File: src/hw/rtl/csl_pkg.sv
// ----------------------------------------------------------------------------
// csl_pkg: shared definitions for the C subset lexer
// Token kinds, scan modes, the keyword table and the keyword lookup.
// ----------------------------------------------------------------------------
package csl_pkg;

   localparam int DEF_MAX_LINE        = 4096;
   localparam int DEF_MAX_KEYWORD_LEN = 8;
   localparam int QUEUE_DEPTH         = 4;

   localparam int KW_COUNT = 14;
   localparam int KW_CHARS = 8;

   localparam logic [2:0] KIND_SEP   = 3'd0;
   localparam logic [2:0] KIND_OP    = 3'd1;
   localparam logic [2:0] KIND_NUM   = 3'd2;
   localparam logic [2:0] KIND_CALL  = 3'd3;
   localparam logic [2:0] KIND_KW    = 3'd4;
   localparam logic [2:0] KIND_IDENT = 3'd5;

   typedef enum logic [2:0] {
      MODE_IDLE = 3'b001,
      MODE_NUM  = 3'b010,
      MODE_WORD = 3'b100
   } mode_type;

   // Keyword text, right-justified, first character in the highest used byte.
   localparam logic [63:0] KW_TEXT [KW_COUNT] = '{
      64'("int"), 64'("float"), 64'("double"), 64'("char"), 64'("if"),
      64'("else"), 64'("for"), 64'("while"), 64'("return"), 64'("void"),
      64'("break"), 64'("continue"), 64'("switch"), 64'("case")
   };
   localparam int KW_SIZE [KW_COUNT] = '{3, 5, 6, 4, 2, 4, 3, 5, 6, 4, 5, 8, 6, 4};

   // Returns {hit, index}. chars[j] is the j-th character of the word.
   function automatic logic [4:0] kw_lookup(input logic [KW_CHARS-1:0][7:0] chars,
                                            input logic short_word,
                                            input logic [3:0] len);
      logic        hit;
      logic [3:0]  idx;
      logic        same;
      logic [63:0] txt;
      hit = 1'b0;
      idx = 4'd0;
      for (int k = 0; k < KW_COUNT; k++) begin
         txt  = KW_TEXT[k] << (8 * (KW_CHARS - KW_SIZE[k]));
         same = short_word && (len == 4'(KW_SIZE[k]));
         for (int j = 0; j < KW_CHARS; j++) begin
            if (j < KW_SIZE[k] && chars[j] != txt[63 - 8*j -: 8]) begin
               same = 1'b0;
            end
         end
         if (same && !hit) begin
            hit = 1'b1;
            idx = 4'(k);
         end
      end
      return {hit, idx};
   endfunction

endpackage

File: src/hw/rtl/csl_scan.sv
// ----------------------------------------------------------------------------
// csl_scan: character scanner
// Holds the pending token and line position and turns one character into
// zero, one or two finished tokens in the same cycle.
// ----------------------------------------------------------------------------
module csl_scan import csl_pkg::*; #(
   parameter int MAX_LINE        = DEF_MAX_LINE,
   parameter int MAX_KEYWORD_LEN = DEF_MAX_KEYWORD_LEN,
   parameter int PW              = $clog2(MAX_LINE),
   parameter int LW              = $clog2(MAX_LINE) + 1,
   parameter int TW              = 15 + PW + LW
) (
   input  logic          clock,
   input  logic          reset,
   input  logic          fire,
   input  logic [7:0]    char_in,
   input  logic          end_of_line,
   output logic [TW:0]   tok_a,      // {last, keyword, length, start, symbol, kind}
   output logic [TW:0]   tok_b,
   output logic [1:0]    tok_cnt
);

   localparam int IW = $clog2(MAX_KEYWORD_LEN);

   mode_type        mode_ff, mode_in, mode_mid;
   logic [PW-1:0]   line_ff, line_in;
   logic [PW-1:0]   start_ff, start_in;
   logic [LW-1:0]   len_ff, len_in, len_sat;
   logic [7:0]      word_ff [MAX_KEYWORD_LEN];
   logic [7:0]      word_in [MAX_KEYWORD_LEN];

   logic [TW-1:0]   e1, e2, e3;
   logic            e1v, e2v, e3v;
   logic            used;
   logic [KW_CHARS-1:0][7:0] cur_chars, nxt_chars;
   logic [4:0]      kw_cur, kw_nxt;

   logic is_dig, is_alpha, is_word, is_sep, is_op;

   function automatic logic [TW-1:0] make_tok(input logic [2:0] kind,
                                              input logic [7:0] sym,
                                              input logic [PW-1:0] start,
                                              input logic [LW-1:0] len,
                                              input logic [3:0] kw);
      return {kw, len, start, sym, kind};
   endfunction

   assign is_dig   = (char_in >= "0") && (char_in <= "9");
   assign is_alpha = ((char_in >= "a") && (char_in <= "z")) ||
                     ((char_in >= "A") && (char_in <= "Z"));
   assign is_word  = is_alpha || is_dig || (char_in == "_");
   assign is_sep   = (char_in == "(") || (char_in == ")") || (char_in == "{") ||
                     (char_in == "}") || (char_in == "[") || (char_in == "]") ||
                     (char_in == ",") || (char_in == ";");
   assign is_op    = (char_in == "+") || (char_in == "-") || (char_in == "*") ||
                     (char_in == "/") || (char_in == "=") || (char_in == "<") ||
                     (char_in == ">") || (char_in == "!") || (char_in == "%");

   assign len_sat = (len_ff < LW'(MAX_LINE)) ? len_ff + 1'b1 : len_ff;

   always_comb begin
      for (int j = 0; j < KW_CHARS; j++) begin
         cur_chars[j] = word_ff[j];
      end
      kw_cur = kw_lookup(cur_chars, len_ff <= LW'(KW_CHARS), len_ff[3:0]);
   end

   always_comb begin
      e1v      = 1'b0;
      e2v      = 1'b0;
      e3v      = 1'b0;
      e1       = '0;
      e2       = '0;
      e3       = '0;
      used     = 1'b0;
      mode_mid = mode_ff;
      start_in = start_ff;
      len_in   = len_ff;
      word_in  = word_ff;

      unique case (mode_ff)
         MODE_NUM: begin
            if (is_dig || char_in == ".") begin
               used   = 1'b1;
               len_in = len_sat;
            end else begin
               e1v      = 1'b1;
               e1       = make_tok(KIND_NUM, 8'd0, start_ff, len_ff, 4'd0);
               mode_mid = MODE_IDLE;
            end
         end
         MODE_WORD: begin
            if (is_word) begin
               used   = 1'b1;
               len_in = len_sat;
               if (len_ff < LW'(MAX_KEYWORD_LEN)) begin
                  word_in[len_ff[IW-1:0]] = char_in;
               end
            end else if (char_in == "(") begin
               // A call swallows its opening parenthesis.
               used     = 1'b1;
               e1v      = 1'b1;
               e1       = make_tok(KIND_CALL, 8'd0, start_ff, len_ff, 4'd0);
               mode_mid = MODE_IDLE;
            end else begin
               e1v      = 1'b1;
               e1       = kw_cur[4] ? make_tok(KIND_KW, 8'd0, start_ff, len_ff, kw_cur[3:0])
                                    : make_tok(KIND_IDENT, 8'd0, start_ff, len_ff, 4'd0);
               mode_mid = MODE_IDLE;
            end
         end
         default: ;
      endcase

      if (!used) begin
         if (is_sep) begin
            e2v = 1'b1;
            e2  = make_tok(KIND_SEP, char_in, line_ff, LW'(1), 4'd0);
         end else if (is_op) begin
            e2v = 1'b1;
            e2  = make_tok(KIND_OP, char_in, line_ff, LW'(1), 4'd0);
         end else if (is_dig || is_alpha || char_in == "_") begin
            mode_mid   = is_dig ? MODE_NUM : MODE_WORD;
            start_in   = line_ff;
            len_in     = LW'(1);
            word_in[0] = char_in;
         end
      end

      for (int j = 0; j < KW_CHARS; j++) begin
         nxt_chars[j] = word_in[j];
      end
      kw_nxt = kw_lookup(nxt_chars, len_in <= LW'(KW_CHARS), len_in[3:0]);

      mode_in = mode_mid;
      if (end_of_line) begin
         line_in = '0;
         if (mode_mid == MODE_NUM) begin
            e3v = 1'b1;
            e3  = make_tok(KIND_NUM, 8'd0, start_in, len_in, 4'd0);
         end else if (mode_mid == MODE_WORD) begin
            e3v = 1'b1;
            e3  = kw_nxt[4] ? make_tok(KIND_KW, 8'd0, start_in, len_in, kw_nxt[3:0])
                            : make_tok(KIND_IDENT, 8'd0, start_in, len_in, 4'd0);
         end
         mode_in = MODE_IDLE;
      end else if (line_ff < PW'(MAX_LINE - 1)) begin
         line_in = line_ff + 1'b1;
      end else begin
         line_in = line_ff;
      end
   end

   // At most two of the three emit points fire for one character.
   always_comb begin
      logic [TW-1:0] first, second;
      first   = e1v ? e1 : (e2v ? e2 : e3);
      second  = (e1v && e2v) ? e2 : e3;
      tok_cnt = 2'(e1v) + 2'(e2v) + 2'(e3v);
      tok_a   = {tok_cnt == 2'd1, first};
      tok_b   = {1'b1, second};
   end

   always_ff @(posedge clock) begin
      if (reset) begin
         mode_ff  <= MODE_IDLE;
         line_ff  <= '0;
         start_ff <= '0;
         len_ff   <= '0;
      end else if (fire) begin
         mode_ff  <= mode_in;
         line_ff  <= line_in;
         start_ff <= start_in;
         len_ff   <= len_in;
      end
   end

   always_ff @(posedge clock) begin
      if (fire) begin
         word_ff <= word_in;
      end
   end

   a_eol_clears: assert property (@(posedge clock) disable iff (reset)
      fire && end_of_line |=> mode_ff == MODE_IDLE && line_ff == '0)
      else $error("line end left a pending token or position");

   a_two_max: assert property (@(posedge clock) disable iff (reset)
      !(e1v && e2v && e3v))
      else $error("more than two tokens from one character");

   a_pending_len: assert property (@(posedge clock) disable iff (reset)
      mode_ff != MODE_IDLE |-> len_ff != '0)
      else $error("pending token with zero length");

   a_line_bound: assert property (@(posedge clock) disable iff (reset)
      line_ff <= PW'(MAX_LINE - 1))
      else $error("line position beyond the line limit");

endmodule

File: src/hw/rtl/csl_queue.sv
// ----------------------------------------------------------------------------
// csl_queue: token queue
// Small register queue that takes up to two tokens a cycle and hands out one.
// ----------------------------------------------------------------------------
module csl_queue import csl_pkg::*; #(
   parameter int WIDTH = 41,
   parameter int DEPTH = QUEUE_DEPTH
) (
   input  logic             clock,
   input  logic             reset,
   input  logic [1:0]       push_cnt,
   input  logic [WIDTH-1:0] push_a,
   input  logic [WIDTH-1:0] push_b,
   output logic             room,
   output logic             out_valid,
   input  logic             out_ready,
   output logic [WIDTH-1:0] out_data
);

   localparam int AW = $clog2(DEPTH);
   localparam int CW = $clog2(DEPTH + 1);

   logic [WIDTH-1:0] mem_ff [DEPTH];
   logic [AW-1:0]    wr_ff, wr_in, rd_ff, rd_in, wr_next;
   logic [CW-1:0]    count_ff, count_in;
   logic             pop;

   function automatic logic [AW-1:0] bump(input logic [AW-1:0] p);
      return (p == AW'(DEPTH - 1)) ? '0 : p + 1'b1;
   endfunction

   assign room      = count_ff <= CW'(DEPTH - 2);
   assign out_valid = count_ff != '0;
   assign out_data  = mem_ff[rd_ff];
   assign pop       = out_valid && out_ready;
   assign wr_next   = bump(wr_ff);

   always_comb begin
      unique case (push_cnt)
         2'd0:    wr_in = wr_ff;
         2'd1:    wr_in = wr_next;
         default: wr_in = bump(wr_next);
      endcase
      rd_in    = pop ? bump(rd_ff) : rd_ff;
      count_in = count_ff + CW'(push_cnt) - CW'(pop);
   end

   always_ff @(posedge clock) begin
      if (reset) begin
         wr_ff    <= '0;
         rd_ff    <= '0;
         count_ff <= '0;
      end else begin
         wr_ff    <= wr_in;
         rd_ff    <= rd_in;
         count_ff <= count_in;
      end
   end

   always_ff @(posedge clock) begin
      if (push_cnt != 2'd0) begin
         mem_ff[wr_ff] <= push_a;
      end
      if (push_cnt == 2'd2) begin
         mem_ff[wr_next] <= push_b;
      end
   end

   a_no_overflow: assert property (@(posedge clock) disable iff (reset)
      push_cnt != 2'd0 |-> CW'(push_cnt) + count_ff <= CW'(DEPTH))
      else $error("token queue overflow");

   a_count_track: assert property (@(posedge clock) disable iff (reset)
      1'b1 |=> count_ff == $past(count_ff) + CW'($past(push_cnt)) - CW'($past(pop)))
      else $error("token queue count mismatch");

   a_count_bound: assert property (@(posedge clock) disable iff (reset)
      count_ff <= CW'(DEPTH))
      else $error("token queue count beyond depth");

endmodule

File: src/hw/rtl/c_subset_lexer.sv
// ----------------------------------------------------------------------------
// c_subset_lexer: streaming lexer for a small C subset
// One source character per input beat, tokens with start and length out.
// ----------------------------------------------------------------------------
// The lexer takes one character beat per clock cycle and scans it in that
// same cycle; each beat yields zero, one or two token beats, which wait in a
// four-entry queue in front of the result port. req_tready is high while the
// queue has two free entries, so input flows at one beat per cycle as long as
// the result side keeps up; the single result port hands out one token at a
// time, so it sets the rate over long runs of beats that yield two tokens.
// Results appear in the cycle after the beat that causes them at the
// earliest. A beat with tlast set ends the line: a pending number or word is
// flushed and the position counter returns to zero. The token kind travels
// on rsp_tuser.
module c_subset_lexer import csl_pkg::*; #(
   parameter int MAX_LINE        = DEF_MAX_LINE,
   parameter int MAX_KEYWORD_LEN = DEF_MAX_KEYWORD_LEN,
   parameter int PW              = $clog2(MAX_LINE),
   parameter int LW              = $clog2(MAX_LINE) + 1,
   parameter int RSP_W           = ((12 + PW + LW + 7) / 8) * 8
) (
   input  logic             clock,
   input  logic             reset,
   input  logic             req_tvalid,
   output logic             req_tready,
   input  logic [7:0]       req_tdata,   // char_in
   input  logic             req_tlast,   // end_of_line
   output logic             rsp_tvalid,
   input  logic             rsp_tready,
   // symbol, token_start, token_length, keyword_index, zero fill
   output logic [RSP_W-1:0] rsp_tdata,
   output logic [2:0]       rsp_tuser,   // token_kind
   output logic             rsp_tlast    // last_of_run
);

   localparam int TW = 15 + PW + LW;

   logic          fire;
   logic [TW:0]   tok_a, tok_b, head;
   logic [1:0]    tok_cnt, push_cnt;
   logic          room;

   assign req_tready = room;
   assign fire       = req_tvalid && room;
   assign push_cnt   = fire ? tok_cnt : 2'd0;

   csl_scan #(
      .MAX_LINE        (MAX_LINE),
      .MAX_KEYWORD_LEN (MAX_KEYWORD_LEN),
      .PW              (PW),
      .LW              (LW),
      .TW              (TW)
   ) u_scan (
      .clock       (clock),
      .reset       (reset),
      .fire        (fire),
      .char_in     (req_tdata),
      .end_of_line (req_tlast),
      .tok_a       (tok_a),
      .tok_b       (tok_b),
      .tok_cnt     (tok_cnt)
   );

   csl_queue #(
      .WIDTH (TW + 1),
      .DEPTH (QUEUE_DEPTH)
   ) u_queue (
      .clock     (clock),
      .reset     (reset),
      .push_cnt  (push_cnt),
      .push_a    (tok_a),
      .push_b    (tok_b),
      .room      (room),
      .out_valid (rsp_tvalid),
      .out_ready (rsp_tready),
      .out_data  (head)
   );

   assign rsp_tdata = RSP_W'(head[TW-1:3]);
   assign rsp_tuser = head[2:0];
   assign rsp_tlast = head[TW];

endmodule
File: config.mk
export PLATFORM = sky130hd
export DESIGN_NAME = c_subset_lexer
export DESIGN_NICKNAME = d
export VERILOG_FILES = /design/src/hw/rtl/csl_pkg.sv /design/src/hw/rtl/csl_scan.sv /design/src/hw/rtl/csl_queue.sv /design/src/hw/rtl/c_subset_lexer.sv
export SDC_FILE = /design/constraint.sdc
export NUM_CORES = 1
export LEC_CHECK = 0
export ABC_AREA = 1
export BUFFER_PORTS_ARGS = -buffer_cell sky130_fd_sc_hd__clkbuf_2
export CORE_MARGIN = 1
export CORE_UTILIZATION = 45
export DETAILED_ROUTE_END_ITERATION = 12
export GPL_TIMING_DRIVEN = 0
export SLEW_MARGIN = 20
export SYNTH_ARGS = -nofsm -noshare
export SYNTH_HDL_FRONTEND = slang
export SYNTH_SLANG_ARGS = --single-unit
File: constraint.sdc
create_clock -name clock -period 8.45 [get_ports clock]
set_input_delay 1.2675 -clock clock [delete_from_list [all_inputs] [get_ports clock]]
set_output_delay 1.2675 -clock clock [all_outputs]
set_load 0.01 [all_outputs]
==> results_dict.tcl <==
set metrics [dict create \
    vias 17200 \
    cp_slowest_cell "clkbuf_1" \
    cp.arrival_ps 8020 \
    post_cts_buffers 0 \
    slew_viol_final 0 \
    endpoint_kind "flip-flop" \
    start_kind "input pin" \
    path_max_fanout 10 \
    dieArea_um2 40000 \
    grt_pass1_wl_um 95000 \
    cts_max_path_buffers 3 \
    routedWlPerCell_um 22.0 \
    setup_viol 0 \
    cts_root_buffer "clkbuf_16" \
    drive_gt1_frac 0.121 \
    drt_first_pass_iters 9 \
    min_period_ps 7730 \
    htree_levels 1 \
    fin_crit_sh 0.914 \
    ff2ff_setup_slack_ps 1580 \
    synth_top_area_frac 0.381 \
    path_clk_slew_ps 60 \
    core_area_um2 38600 \
    setup_tns_ps 0 \
    gp_congestion 1.02 \
    power_density_nw_per_um2 223 \
    die-width_um 200 \
    nFillCells 3791 \
    synth.top_cells.by_count "nand2_1 (441), nor2_1 (268), inv_1 (250)" \
    place_ws_ps 386 \
    critical_path_class "in -> reg" \
    netlist-cell-type-count 60 \
    placed_cells 2843 \
    grt_pass1_vias 15700 \
    drt-initial-drc-count 2083 \
    hp-class "reg -> reg" \
    rows 72 \
    leakage_nw 7.53 \
    yosys-top-cells-area "edfxtp_1 (38%), nand2_1 (9.4%), o22ai_1 (6.3%)" \
    crit_required_ps 8750 \
    ys_ff_latch 277 \
    hold_path_startpoint "u_queue.mem_ff[1][40]" \
    cts_buffers 31 \
    io_buffers 51 \
    ys.flop_type "edfxtp_1" \
    whs_ps 470 \
    max_freq_ghz 0.129 \
    synth_async_sr_flop_share 0 \
    postCtsHoldBufs 0 \
    grt_setup_unrepaired "no" \
    tightest_slew_ps 1140 \
    antenna_found_initial 0 \
    clkSinkCount 277 \
    critical-path-max-stage-delay_ps 610 \
    whs_path_depth 2 \
    slew_headroom 0.230 \
    boundaryPins 59 \
    hold_viol 0 \
    cts_tree "done" \
    synthCells 2265 \
    synth_most_common_cell "nand2_1" \
    detail-route-antenna-nets 0 \
    nets 2390 \
    stdcell_count 2896 \
    clk_latency_ps 600 \
    drt_wl_total_um 63600 \
    diodes 0 \
    syn_to_final_growth_pct 11.3 \
    initial_core_util 0.456 \
    cts_resized 0 \
    worst_slack_ps 723 \
    gr-total-overflow 0 \
    vias_per_cell 5.93 \
    die_h_um 200 \
    synth_top_cell_by_area "edfxtp_1" \
    finalClockSkew_ps 10.7 \
    outcome "completed" \
    r2r_cells 25 \
    max-cap-violations 0 \
    ys_warn_count 0 \
    irDropWorstVdd_mv 0.165 \
    synth_edf_count 224 \
    grt_max_degree 52 \
    synth_area_um2 17600 \
    dpl.hpwl_um 46700 \
    regToRegStartpoint "u_scan.mode_ff[2]" \
    synth-seq-area-share 0.441 \
    final_util 0.508 \
    drc 0 \
    path_common_cell "nor2_1" \
    r2r_end "u_queue.mem_ff[3][32]" \
    holdPathEnd "u_queue.mem_ff[1][40]" \
    grtUsageTotal 0.317 \
    synth_area_per_cell_um2 7.79 \
]
[cell families after synthesis]
group	count (synthesis)	share of synthesized area
buffers and inverters	409	0.0967
other	1	0.000213
adder cells (fa/ha/maj)	19	0.0143
XOR/XNOR	8	0.00397
flip-flops	277	0.441
AO/OA/AOI/OAI	454	0.155
AND/OR/NAND/NOR	1097	0.288
[final cells by class]
cell class | instances | area (µm²) | area share
Clock buffer | 36 | 795 | 0.0405
Inverter | 306 | 1150 | 0.0586
Sequential cell | 277 | 7790 | 0.397
Clock inverter | 17 | 178 | 0.00905
Multi-Input combinational cell | 1585 | 8190 | 0.417
Buffer | 103 | 558 | 0.0284
Tap cell | 518 | 648 | 0.0330
Timing Repair Buffer | 54 | 323 | 0.0164
[cell usage in the layout, fill, tap and decap left out, types with 14 or more instances in the layout]
cell / instances
nand2_1: 437
nor2_1: 268
inv_1: 250
edfxtp_1: 224
o22ai_1: 178
nand3_1: 166
o21ai_0: 154
clkbuf_1: 72
nand4_1: 54
dfxtp_1: 53
clkbuf_2: 51
a21oi_1: 50
inv_2: 45
nor3_1: 38
clkbuf_16: 31
nor4_1: 30
nor2_2: 23
nand2_2: 22
ha_1: 17
clkinv_1: 16
o211ai_1: 16
o21ai_1: 15
nand3_2: 14
[worst max-delay path by stage]
stage / start / to / slack (ps) / depth (start not counted)
after global routing: req_tdata[6] / u_queue.mem_ff[3][32] / 370 / 31
after CTS: req_tdata[6] / u_queue.mem_ff[3][14] / 990 / 29
final: req_tdata[6] / u_queue.mem_ff[3][32] / 720 / 29
after global placement: req_tdata[6] / u_queue.mem_ff[0][22] / -230 / 26
after floorplan: req_tdata[2] / u_queue.mem_ff[0][0] / 2650 / 28
after detailed placement: req_tdata[6] / u_queue.mem_ff[3][14] / 390 / 29
[critical path, delay by kind of cell]
family,cells,cell delay (ps)
and+or+nand+nor,15,3350
adders and majority gates,1,190
AOI/OAI and AO/OA,2,280
buffers and inverters,11,2880
[power breakdown]
| part | switching (mW) | internal, mW | total, mW |
|---|---|---|---|
| combinational | 0.938 | 0.372 | 1.31 |
| sequential | 0.101 | 1.63 | 1.73 |
| clock | 0.577 | 0.761 | 1.34 |
| total | 1.62 | 2.76 | 4.38 |
[stage by stage]
step,area [µm²],total power [mW]
after floorplan,17700,2.57
after global placement,18600,3.02
after detailed placement,18700,3.03
after CTS,19600,4.36
after global routing,19600,4.58
final,19600,4.38
[state kept, by name, indices dropped and copies added (netlist names), named ones only]
name              cells
u_queue.wr_ff         2
u_queue.rd_ff         2
u_scan.len_ff        13
u_scan.start_ff      12
u_queue.count_ff      3
u_scan.mode_ff        3
u_queue.mem_ff      164
u_scan.cur_chars     64
u_scan.line_ff       12
[layer usage]
metal / part of all wire / global-route usage
met1: 0.42 / 0.459
met2: 0.44 / 0.483
met3: 0.12 / 0.0674
met4: 0.020 / 0.0738
met5: 0 / 0
No activity file was read; power rests on OpenSTA's default activity.
